--- src/hsv_pkg.sv ---
// Shared constants and types for the RGB to HSV converter.
package hsv_pkg;

  localparam int unsigned CHANNEL_BITS_DEF      = 8;
  localparam int unsigned HUE_FRACTION_BITS_DEF = 6;

  // Hue geometry in whole degrees.
  localparam int unsigned DEG_SECTOR = 60;
  localparam int unsigned DEG_TURN   = 360;

  // Which channel holds the maximum; red wins ties, then green.
  typedef enum logic [1:0] {
    SECT_RED,
    SECT_GREEN,
    SECT_BLUE
  } sector_e;

  // Hue bookkeeping that travels beside the hue division.
  typedef struct packed {
    logic    flat;    // all channels equal, hue forced to zero
    logic    neg;     // hue offset is negative
    sector_e sector;
  } hue_side_t;

endpackage

--- src/hsv_prep.sv ---
// Front end: max/min search, sector choice and divider operand setup.
module hsv_prep #(
  parameter int unsigned CHANNEL_BITS      = 8,
  parameter int unsigned HUE_FRACTION_BITS = 6
) (
  input  logic                            clk_i,
  input  logic                            rst_ni,
  input  logic                            en_i,
  input  logic                            vld_i,
  input  logic [CHANNEL_BITS-1:0]         red_i,
  input  logic [CHANNEL_BITS-1:0]         green_i,
  input  logic [CHANNEL_BITS-1:0]         blue_i,
  output logic                            vld_o,
  output logic [CHANNEL_BITS-1:0]         bright_o,
  output logic [2*CHANNEL_BITS-1:0]       num_sat_o,
  output logic [CHANNEL_BITS-1:0]         den_sat_o,
  output logic [CHANNEL_BITS+$clog2(hsv_pkg::DEG_SECTOR*(2**HUE_FRACTION_BITS)+1)-1:0]
                                          num_hue_o,
  output logic [CHANNEL_BITS-1:0]         den_hue_o,
  output hsv_pkg::hue_side_t              side_o
);
  import hsv_pkg::*;

  localparam int unsigned CB     = CHANNEL_BITS;
  localparam int unsigned DEG60  = DEG_SECTOR * (2 ** HUE_FRACTION_BITS);
  localparam int unsigned QW_HUE = $clog2(DEG60 + 1);
  localparam int unsigned NH_W   = CB + QW_HUE;

  // First stage: order statistics and the signed hue difference.
  logic [CB-1:0] rg_max, rg_min, hi_d, lo_d, opa, opb, mag_d;
  sector_e       sector_d;
  logic          neg_d;

  logic          vld1_q;
  logic [CB-1:0] hi1_q, delta1_q, mag1_q;
  sector_e       sector1_q;
  logic          neg1_q;

  always_comb begin
    rg_max = (red_i > green_i) ? red_i : green_i;
    rg_min = (red_i < green_i) ? red_i : green_i;
    hi_d   = (blue_i > rg_max) ? blue_i : rg_max;
    lo_d   = (blue_i < rg_min) ? blue_i : rg_min;
    if (red_i == hi_d) begin
      sector_d = SECT_RED;
    end else if (green_i == hi_d) begin
      sector_d = SECT_GREEN;
    end else begin
      sector_d = SECT_BLUE;
    end
    case (sector_d)
      SECT_RED: begin
        opa = green_i;
        opb = blue_i;
      end
      SECT_GREEN: begin
        opa = blue_i;
        opb = red_i;
      end
      SECT_BLUE: begin
        opa = red_i;
        opb = green_i;
      end
      default: begin
        opa = '0;
        opb = '0;
      end
    endcase
    neg_d = (opa < opb);
    mag_d = neg_d ? (opb - opa) : (opa - opb);
  end

  always_ff @(posedge clk_i or negedge rst_ni) begin
    if (!rst_ni) begin
      vld1_q <= 1'b0;
      vld_o  <= 1'b0;
    end else if (en_i) begin
      vld1_q <= vld_i;
      vld_o  <= vld1_q;
    end
  end

  always_ff @(posedge clk_i) begin
    if (en_i) begin
      hi1_q     <= hi_d;
      delta1_q  <= hi_d - lo_d;
      mag1_q    <= mag_d;
      sector1_q <= sector_d;
      neg1_q    <= neg_d;
    end
  end

  // Second stage: constant scalings and guarded divisors.
  // A zero divisor is replaced by one; its numerator is zero then.
  always_ff @(posedge clk_i) begin
    if (en_i) begin
      bright_o         <= hi1_q;
      num_sat_o        <= {delta1_q, {CB{1'b0}}} - {{CB{1'b0}}, delta1_q};
      den_sat_o        <= (hi1_q == '0) ? CB'(1) : hi1_q;
      num_hue_o        <= NH_W'(mag1_q) * NH_W'(DEG60);
      den_hue_o        <= (delta1_q == '0) ? CB'(1) : delta1_q;
      side_o.flat      <= (delta1_q == '0);
      side_o.neg       <= neg1_q;
      side_o.sector    <= sector1_q;
    end
  end

endmodule

--- src/hsv_div.sv ---
// Pipelined restoring divider, one quotient bit per register stage.
module hsv_div #(
  parameter int unsigned NUM_W  = 16,
  parameter int unsigned DEN_W  = 8,
  parameter int unsigned Q_W    = 12,
  parameter int unsigned SIDE_W = 1
) (
  input  logic              clk_i,
  input  logic              rst_ni,
  input  logic              en_i,
  input  logic              vld_i,
  input  logic [NUM_W-1:0]  num_i,
  input  logic [DEN_W-1:0]  den_i,
  input  logic [SIDE_W-1:0] side_i,
  output logic              vld_o,
  output logic [Q_W-1:0]    quo_o,
  output logic              rem_nz_o,
  output logic [SIDE_W-1:0] side_o
);

  // The quotient must fit Q_W bits; the caller guarantees that.
  localparam int unsigned CW = (NUM_W > DEN_W + Q_W) ? NUM_W : DEN_W + Q_W;

  logic              vld_q  [Q_W];
  logic [NUM_W-1:0]  rem_q  [Q_W];
  logic [DEN_W-1:0]  den_q  [Q_W];
  logic [Q_W-1:0]    quo_q  [Q_W];
  logic [SIDE_W-1:0] side_q [Q_W];

  for (genvar k = 0; k < Q_W; k++) begin : g_step
    logic              vld_in;
    logic [NUM_W-1:0]  rem_in;
    logic [DEN_W-1:0]  den_in;
    logic [Q_W-1:0]    quo_in;
    logic [SIDE_W-1:0] side_in;
    logic [CW-1:0]     dsh;
    logic              ge;
    logic [NUM_W-1:0]  rem_d;
    logic [Q_W-1:0]    quo_d;

    if (k == 0) begin : g_head
      assign vld_in  = vld_i;
      assign rem_in  = num_i;
      assign den_in  = den_i;
      assign quo_in  = '0;
      assign side_in = side_i;
    end else begin : g_body
      assign vld_in  = vld_q[k-1];
      assign rem_in  = rem_q[k-1];
      assign den_in  = den_q[k-1];
      assign quo_in  = quo_q[k-1];
      assign side_in = side_q[k-1];
    end

    always_comb begin
      dsh   = CW'(den_in) << (Q_W - 1 - k);
      ge    = (CW'(rem_in) >= dsh);
      rem_d = ge ? NUM_W'(CW'(rem_in) - dsh) : rem_in;
      quo_d = quo_in;
      quo_d[Q_W-1-k] = ge;
    end

    always_ff @(posedge clk_i or negedge rst_ni) begin
      if (!rst_ni) begin
        vld_q[k] <= 1'b0;
      end else if (en_i) begin
        vld_q[k] <= vld_in;
      end
    end

    always_ff @(posedge clk_i) begin
      if (en_i) begin
        rem_q[k]  <= rem_d;
        den_q[k]  <= den_in;
        quo_q[k]  <= quo_d;
        side_q[k] <= side_in;
      end
    end
  end

  assign vld_o    = vld_q[Q_W-1];
  assign quo_o    = quo_q[Q_W-1];
  assign rem_nz_o = |rem_q[Q_W-1];
  assign side_o   = side_q[Q_W-1];

endmodule

--- src/hsv_finish.sv ---
// Output stage: hue assembly with floor correction and wrap, result register.
module hsv_finish #(
  parameter int unsigned CHANNEL_BITS      = 8,
  parameter int unsigned HUE_FRACTION_BITS = 6,
  parameter int unsigned Q_W               = 12
) (
  input  logic                                   clk_i,
  input  logic                                   rst_ni,
  input  logic                                   en_i,
  input  logic                                   vld_i,
  input  logic [Q_W-1:0]                         q_hue_i,
  input  logic                                   rem_nz_i,
  input  hsv_pkg::hue_side_t                     side_i,
  input  logic [Q_W-1:0]                         q_sat_i,
  input  logic [CHANNEL_BITS-1:0]                bright_i,
  output logic                                   vld_o,
  output logic [$clog2(hsv_pkg::DEG_TURN*(2**HUE_FRACTION_BITS))-1:0] hue_o,
  output logic [CHANNEL_BITS-1:0]                sat_o,
  output logic [CHANNEL_BITS-1:0]                bright_o
);
  import hsv_pkg::*;

  localparam int unsigned CB     = CHANNEL_BITS;
  localparam int unsigned DEG60  = DEG_SECTOR * (2 ** HUE_FRACTION_BITS);
  localparam int unsigned DEG360 = DEG_TURN * (2 ** HUE_FRACTION_BITS);
  localparam int unsigned HUE_W  = $clog2(DEG360);
  localparam int unsigned SW     = HUE_W + 2;

  logic [SW-1:0]        up;
  logic signed [SW-1:0] offs, base, sum;
  logic [CB-1:0]        sat_d;
  logic [HUE_W-1:0]     hue_d;

  // A negative quotient floors away from zero when the remainder is nonzero.
  always_comb begin
    up   = SW'(q_hue_i) + SW'(rem_nz_i);
    offs = side_i.neg ? -up : SW'(q_hue_i);
    case (side_i.sector)
      SECT_RED:   base = '0;
      SECT_GREEN: base = SW'(2 * DEG60);
      SECT_BLUE:  base = SW'(4 * DEG60);
      default:    base = '0;
    endcase
    sum = base + offs;
    if (sum < 0) begin
      sum = sum + SW'(DEG360);
    end
    sat_d = q_sat_i[CB-1:0];
    hue_d = (side_i.flat || (sat_d == '0)) ? '0 : sum[HUE_W-1:0];
  end

  always_ff @(posedge clk_i or negedge rst_ni) begin
    if (!rst_ni) begin
      vld_o <= 1'b0;
    end else if (en_i) begin
      vld_o <= vld_i;
    end
  end

  always_ff @(posedge clk_i) begin
    if (en_i) begin
      hue_o    <= hue_d;
      sat_o    <= sat_d;
      bright_o <= bright_i;
    end
  end

endmodule

--- src/rgb_to_hsv_converter.sv ---
// Top level of the pipelined RGB to HSV pixel converter.
//
//   Channel  Direction  Transaction carries (tdata, lowest bit first)
//   s_axis   in         red, green, blue (CHANNEL_BITS each), zero padded to bytes
//   m_axis   out        hue (HUE_W), saturation, brightness, zero padded to bytes
//
// One pixel transaction is accepted per clock while the pipeline is not held.
// There are two front-end stages, one restoring-divider stage per quotient
// bit, and the output register. Q_W is the larger of CHANNEL_BITS and the
// bit count of a 60-degree hue step.
// All stages advance together on one enable, which drops only while a result
// sits in the output register and the sink is not ready; nothing moves then.
// Reset clears the valid bits only; the datapath registers carry no reset.
module rgb_to_hsv_converter #(
  parameter int unsigned CHANNEL_BITS      = hsv_pkg::CHANNEL_BITS_DEF,
  parameter int unsigned HUE_FRACTION_BITS = hsv_pkg::HUE_FRACTION_BITS_DEF
) (
  input  logic clk_i,
  input  logic rst_ni,
  // Slave side.
  input  logic s_axis_tvalid,
  output logic s_axis_tready,
  // Fields from bit 0: red, green, blue.
  input  logic [((3*CHANNEL_BITS+7)/8)*8-1:0] s_axis_tdata,
  // Master side.
  output logic m_axis_tvalid,
  input  logic m_axis_tready,
  // Fields from bit 0: hue, saturation, brightness.
  output logic [(($clog2(hsv_pkg::DEG_TURN*(2**HUE_FRACTION_BITS))+2*CHANNEL_BITS+7)/8)*8-1:0]
               m_axis_tdata
);
  import hsv_pkg::*;

  localparam int unsigned CB     = CHANNEL_BITS;
  localparam int unsigned DEG60  = DEG_SECTOR * (2 ** HUE_FRACTION_BITS);
  localparam int unsigned HUE_W  = $clog2(DEG_TURN * (2 ** HUE_FRACTION_BITS));
  localparam int unsigned QW_HUE = $clog2(DEG60 + 1);
  // Saturation never exceeds full scale, hue offset never exceeds 60 degrees,
  // so one quotient width covers both divisions.
  localparam int unsigned Q_W    = (QW_HUE > CB) ? QW_HUE : CB;
  localparam int unsigned NS_W   = 2 * CB;
  localparam int unsigned NH_W   = CB + QW_HUE;
  localparam int unsigned OUT_W  = ((HUE_W + 2 * CB + 7) / 8) * 8;

  logic en;

  logic              p_vld;
  logic [CB-1:0]     p_bright;
  logic [NS_W-1:0]   p_num_sat;
  logic [CB-1:0]     p_den_sat;
  logic [NH_W-1:0]   p_num_hue;
  logic [CB-1:0]     p_den_hue;
  hue_side_t         p_side;

  logic              dh_vld;
  logic [Q_W-1:0]    dh_quo;
  logic              dh_rem_nz;
  hue_side_t         dh_side;
  logic [Q_W-1:0]    ds_quo;
  logic [CB-1:0]     ds_bright;

  logic [HUE_W-1:0]  o_hue;
  logic [CB-1:0]     o_sat;
  logic [CB-1:0]     o_bright;

  // The whole pipeline holds while a result waits; otherwise it steps each
  // cycle and a new pixel may enter behind any in flight.
  assign en            = !m_axis_tvalid || m_axis_tready;
  assign s_axis_tready = en;

  hsv_prep #(
    .CHANNEL_BITS      (CHANNEL_BITS),
    .HUE_FRACTION_BITS (HUE_FRACTION_BITS)
  ) u_prep (
    .clk_i     (clk_i),
    .rst_ni    (rst_ni),
    .en_i      (en),
    .vld_i     (s_axis_tvalid),
    .red_i     (s_axis_tdata[0 +: CB]),
    .green_i   (s_axis_tdata[CB +: CB]),
    .blue_i    (s_axis_tdata[2*CB +: CB]),
    .vld_o     (p_vld),
    .bright_o  (p_bright),
    .num_sat_o (p_num_sat),
    .den_sat_o (p_den_sat),
    .num_hue_o (p_num_hue),
    .den_hue_o (p_den_hue),
    .side_o    (p_side)
  );

  // Hue offset: floor(60 degrees * |diff| / delta), remainder kept for flooring.
  hsv_div #(
    .NUM_W  (NH_W),
    .DEN_W  (CB),
    .Q_W    (Q_W),
    .SIDE_W ($bits(hue_side_t))
  ) u_div_hue (
    .clk_i    (clk_i),
    .rst_ni   (rst_ni),
    .en_i     (en),
    .vld_i    (p_vld),
    .num_i    (p_num_hue),
    .den_i    (p_den_hue),
    .side_i   (p_side),
    .vld_o    (dh_vld),
    .quo_o    (dh_quo),
    .rem_nz_o (dh_rem_nz),
    .side_o   (dh_side)
  );

  // Saturation: floor(full scale * delta / max); brightness rides along.
  hsv_div #(
    .NUM_W  (NS_W),
    .DEN_W  (CB),
    .Q_W    (Q_W),
    .SIDE_W (CB)
  ) u_div_sat (
    .clk_i    (clk_i),
    .rst_ni   (rst_ni),
    .en_i     (en),
    .vld_i    (p_vld),
    .num_i    (p_num_sat),
    .den_i    (p_den_sat),
    .side_i   (p_bright),
    .vld_o    (),
    .quo_o    (ds_quo),
    .rem_nz_o (),
    .side_o   (ds_bright)
  );

  hsv_finish #(
    .CHANNEL_BITS      (CHANNEL_BITS),
    .HUE_FRACTION_BITS (HUE_FRACTION_BITS),
    .Q_W               (Q_W)
  ) u_finish (
    .clk_i    (clk_i),
    .rst_ni   (rst_ni),
    .en_i     (en),
    .vld_i    (dh_vld),
    .q_hue_i  (dh_quo),
    .rem_nz_i (dh_rem_nz),
    .side_i   (dh_side),
    .q_sat_i  (ds_quo),
    .bright_i (ds_bright),
    .vld_o    (m_axis_tvalid),
    .hue_o    (o_hue),
    .sat_o    (o_sat),
    .bright_o (o_bright)
  );

  assign m_axis_tdata = OUT_W'({o_bright, o_sat, o_hue});

endmodule

--- config.mk ---
export PLATFORM = sky130hd
export DESIGN_NAME = rgb_to_hsv_converter
export DESIGN_NICKNAME = d
export VERILOG_FILES = /design/src/hsv_pkg.sv /design/src/hsv_prep.sv /design/src/hsv_div.sv /design/src/hsv_finish.sv /design/src/rgb_to_hsv_converter.sv
export SDC_FILE = /design/constraint.sdc
export NUM_CORES = 1
export LEC_CHECK = 0
export BUFFER_PORTS_ARGS = -buffer_cell sky130_fd_sc_hd__buf_4
export CORE_ASPECT_RATIO = 1.5
export CORE_MARGIN = 5
export CORE_UTILIZATION = 63
export DETAILED_ROUTE_END_ITERATION = 7
export PLACE_DENSITY = 0.8
export SLEW_MARGIN = 40
export SYNTH_ARGS = -nofsm -noshare
export SYNTH_HDL_FRONTEND = slang
export SYNTH_SLANG_ARGS = --single-unit
--- constraint.sdc ---
create_clock -name clk_i -period 46.4 [get_ports clk_i]
set_clock_uncertainty 0.05 [all_clocks]
set_input_delay 9.28 -clock clk_i [delete_from_list [all_inputs] [get_ports clk_i]]
set_output_delay 9.28 -clock clk_i [all_outputs]
set_load 0.02 [all_outputs]
Yosys cells after proc, flatten, opt, wreduce, memory -nomap -nowiden --
Memories as Yosys holds them, arrays and structs flattened. A register that Yosys moved wholly into a read port is not among the register bits. Index checks and enable logic that the tools add are counted.
Word-level totals: word-level logic and storage cells 153, output and inout bits 34, memories kept 8, bits in registers 121, bits in writable memories 1056, bits of input ports 28
Operators by class: multiplexer cells 38, multiply operators 1, equality and inequality tests 6, reductions and logical operators 8, $add $sub $neg 32, $lt $le $gt $ge 30
Memories:
- u_div_hue.rem_q | words 12, width 20, rd ports 12, clocked after Yosys merged registers in 0, write ports 12, line hsv_div.sv:25 | logic [NUM_W-1:0] rem_q [Q_W];
- u_div_sat.rem_q | words 12, width 16, rd ports 11, clocked after Yosys merged registers in 0, write ports 12, line hsv_div.sv:25
- u_div_hue.quo_q | words 12, width 12, rd ports 12, clocked after Yosys merged registers in 0, write ports 12, line hsv_div.sv:27 | logic [Q_W-1:0] quo_q [Q_W];
- u_div_sat.quo_q | words 12, width 12, rd ports 12, clocked after Yosys merged registers in 0, write ports 12, line hsv_div.sv:27
- u_div_hue.den_q | words 12, width 8, rd ports 11, clocked after Yosys merged registers in 0, write ports 12, line hsv_div.sv:26 | logic [DEN_W-1:0] den_q [Q_W];
- u_div_sat.den_q | words 12, width 8, rd ports 11, clocked after Yosys merged registers in 0, write ports 12, line hsv_div.sv:26
- 2 more memories
Operators with widths (number):
- $mux 20 | 12
- $mux 16 | 12
- $sub 16x16->16 | 4
- $pmux 8 s3 | 2
- $mux 8 | 5
- $sub 16x8->16 | 2
- $pmux 14 s2 | 1
- $logic_not 8->1 | 3
- $lt 8x8->1 | 3
- $sub 8x8->8 | 3
- $ge 20x10->1 | 1
- $ge 20x11->1 | 1
- $ge 20x12->1 | 1
- $ge 20x13->1 | 1
- $ge 20x14->1 | 1
- $ge 20x15->1 | 1
- $ge 20x16->1 | 1
- $ge 20x17->1 | 1
- $ge 20x18->1 | 1
- $ge 20x19->1 | 1
- $ge 20x8->1 | 1
- $ge 20x9->1 | 1
- $reduce_or 20->1 | 1
- $sub 20x10->20 | 1
- other kinds (47) | 54

Longest topological paths before layout --
depth after elaboration 11, gate-level depth with buffers 35, mapped depth without buffers 29

Cells and area by module --
A second synthesis with hierarchy kept.
Unflattened totals: cells, all modules 3713, area total of the unflattened synthesis 50165.6 sq um
By module, submodules not included:
- hsv_div (u_div_hue) | area each 21471.8 sq um, times used 1, cells each 1591, sequential area each 13933.4 sq um
- hsv_div (u_div_sat) | area each 20118.0 sq um, times used 1, cells each 1366, sequential area each 13933.4 sq um
- hsv_prep | area each 6392.4 sq um, times used 1, cells each 559, sequential area each 2542.4 sq um
- hsv_finish | area each 2165.8 sq um, times used 1, cells each 194, sequential area each 955.9 sq um
- rgb_to_hsv_converter | area each 17.5 sq um, times used 1, cells each 3, sequential area each 0.0 sq um

Least setup slack after synthesis --
Ideal clock, no wire load.
path kind in2out, start in m_axis_tready, end out s_axis_tready, setup slack 2.767 ns, buffers on the path 2, arrival 34.303 ns, stages 3, required time 37.070 ns, cells stage by stage nand2b_1 > clkbuf_1 > clkbuf_1
Between the ends: longest elaborated chain between the ends 1
Ends and longest elaborated chain:
- start, declared | line rgb_to_hsv_converter.sv:27 | input logic m_axis_tready,
- $logic_or 1x1->1 | line rgb_to_hsv_converter.sv:68 | assign en = !m_axis_tvalid || m_axis_tready;
- end, declared | line rgb_to_hsv_converter.sv:22 | output logic s_axis_tready,
Every way passes these cells.

Final worst setup path --
Same ends and word-level chain as after synthesis.

==> results_dict.tcl <==
set metrics [dict create \
    p_total_mw 4.048 \
    synth_nets 3762 \
    crit_family "buffers and inverters" \
    path_class "input port to primary output" \
    synth_cell_types 67 \
    min_path_type "register to register" \
    cts-htree-levels 3 \
    fp.dieW_um 226.7 \
    grt_pass1_wl_mm 129.6 \
    cts-buffers-inserted 81 \
    power-per-cell-area_nw_per_um2 83.02 \
    gp_congestion 0.8669 \
    avgSynthCellArea_um2 12.92 \
    vias_per_cell 5.780 \
    cpMostUsedCell "buf_4" \
    dp_hpwl_mm 54.63 \
    wl_per_cell_um 17.57 \
    cts.hold.buffers_added 0 \
    synth-edff-count 904 \
    die_h_um 335.1 \
    post_cts_buffers 0 \
    synth_seq_area_share_pct 62.00 \
    final_cell_area_um2 48760 \
    cts_root_buffer "clkbuf_16" \
    clkSinkCount 919 \
    synth_top_cell_area_share_pct 61.15 \
    syn_area_um2 44390 \
    vias 25970 \
    cts_resized 0 \
    holdWs_ns 0.3551 \
    yosysWarnings 0 \
    max_slew_margin_pct 43.37 \
    start_kind "input port" \
    placed_area_um2 45960 \
    worstPathRequired_ns 37.07 \
    dieArea_um2 75980 \
    max_slew.worst_pin.slew_ns 0.8463 \
    fin_cells 4493 \
    setup_viol 0 \
    first_global_vias 27296 \
    cp.arrival_ns 10.11 \
    synth_area_leaders "edfxtp_1 (61%), ha_1 (7.3%), inv_1 (3.0%)" \
    setup_ws_ns 26.96 \
    overflow 0 \
    drtIter0Drc 1524 \
    cp_max_fo 36 \
    p_leak_nw 18.94 \
    grt_usage_pct 21.12 \
    num_io_pins 62 \
    r2r_slack_ns 41.23 \
    layout_commonest_cell "edfxtp_1" \
    timing.fmax_mhz 51.43 \
    cp-end-kind "primary output" \
    status "finished, final reports clean" \
    grt_max_degree 119 \
    vdd_drop_max_v 0.00005793 \
    pre_cts_slack_ns 26.94 \
    drive_above_1_share_pct 8.840 \
    wl_mm 78.94 \
    clkTransAtPathRegs_ns 0.07 \
    drtPass1Iterations 7 \
    ys_ff_latch 919 \
    remaining_drc_errors 0 \
    final_net_count 3847 \
    synthToLayoutAreaGrowth_pct 9.845 \
    max_stage_delay_ns 0.35 \
    yosysTopAreaCell "edfxtp_1" \
    antenna_found_initial 0 \
    fin_util_pct 69.53 \
    syn-instance-count 3436 \
    ant_nets 0 \
    cts_tree "built" \
    final_hold_viol_count 0 \
    path_cells "buf_4 -> nand2b_4 -> buf_4" \
    initial_core_util_pct 63.30 \
    ctsLongestPathBuffers 3 \
    antenna_cells 0 \
    crit_buf_inv 2 \
    finalMaxSlewViolations 0 \
    mostFrequentLayoutCells "edfxtp_1 (904), inv_1 (355), ha_1 (258)" \
    core_region_area_um2 70130 \
    fin_crit_ns 19.44 \
    io_buffers 60 \
    fin_crit_sh_pct 41.90 \
    synthArstFlopShare_pct 1.632 \
    synthFlopType "edfxtp_1" \
    critical_path.slowest_cell "nand2b_4" \
    rsz0062_at_grt "false" \
    drv_cap 0 \
    num_rows 119 \
    dp.cells 4345 \
    finalSetupTns_ns 0 \
    clock_latency_ns 0.66 \
    fillers 4491 \
]
state kept, by name, summed over array words and instances, names as in the netlist, 15 cells and up:
register and flops:
u_div_sat.side_q 96, u_div_sat.quo_q 36, u_div_sat.den_q 88, u_finish.hue_o 15, u_div_sat.rem_q 176, u_div_hue.den_q 88, u_div_hue.side_q 48, u_div_hue.rem_q 180
u_div_hue.quo_q 78, u_prep.num_sat_o 16
area by class of cell:
class                   count  area, um2  area share [%]
flip-flops and latches    919      27520           56.44
multi-input cells        2081      15280           31.34
clock buffers              96       2083           4.272
inverters                 355       1333           2.733
well taps                 907       1135           2.327
clock inverters            52      704.4           1.445
repair buffers             83      703.2           1.442
final timing paths:
path	from	end	cells after the start
max	m_axis_tready	s_axis_tready	3
min	u_div_hue.quo_q[0][33]	u_div_hue.quo_q[0][45]	0
max reg2reg	u_div_hue.rem_q[2][74]	u_finish.hue_o[11]	21
min reg2reg	u_div_hue.quo_q[0][33]	u_div_hue.quo_q[0][45]	0
max in group asynchronous	rst_ni	u_div_hue.g_step[6].vld_in	1
min in group asynchronous	rst_ni	u_div_hue.g_step[2].vld_in	1
cell families (layout without fill, tap and decap cells):
group	count (synthesis)	count (layout)	synth area share, %
simple gates	843	843	9.580
mux	127	127	3.100
flops	919	919	62.00
compound gates	570	570	7.726
buf+inv	436	586	3.740
fa+ha+maj	298	298	9.076
other cells	1	1	0.008447
xor+xnor	242	242	4.775
per-layer routing:
| layer | vias up | global-route usage [%] | wire [um] |
|---|---|---|---|
| li1 | 12591 | - | - |
| met1 | 12561 | 19.58 | 25500 |
| met2 | 563 | 42.60 | 46210 |
| met3 | 255 | 2.886 | 2460 |
| met4 | 0 | 12.00 | 4765 |
| met5 | - | 0 | 0 |
power by group:
group | internal [mW] | switching (mW) | total (mW)
sequential | 1.50 | 0.217 | 1.71
clock | 0.394 | 0.300 | 0.694
combinational | 0.716 | 0.924 | 1.64
total | 2.61 | 1.44 | 4.05
Yosys cell counts (4+ instances only):
cell type,instances
a211o_1,5
a211oi_1,8
a21boi_0,48
a21o_1,44
a21oi_1,179
a31oi_1,11
and2_1,8
and3_1,11
and4_1,5
buf_1,4
clkbuf_1,70
dfrtp_1,15
edfxtp_1,904
fa_1,40
ha_1,258
inv_1,355
mux2_2,84
mux2i_1,43
nand2_1,180
nand2b_1,45
nand3_1,38
nand3b_1,9
nand4_1,39
nand4b_1,16
nor2_1,238
nor2b_1,60
nor3_1,63
nor3b_1,5
nor4_1,53
nor4b_1,11
o211ai_1,7
o21a_1,16
o21ai_0,171
o21bai_1,15
o221ai_1,5
o22ai_1,5
o31ai_1,36
or2_2,11
or3_1,28
or4_1,12
xnor2_1,141
xor2_1,101
Note: power is estimated with default switching activity, not from simulation.
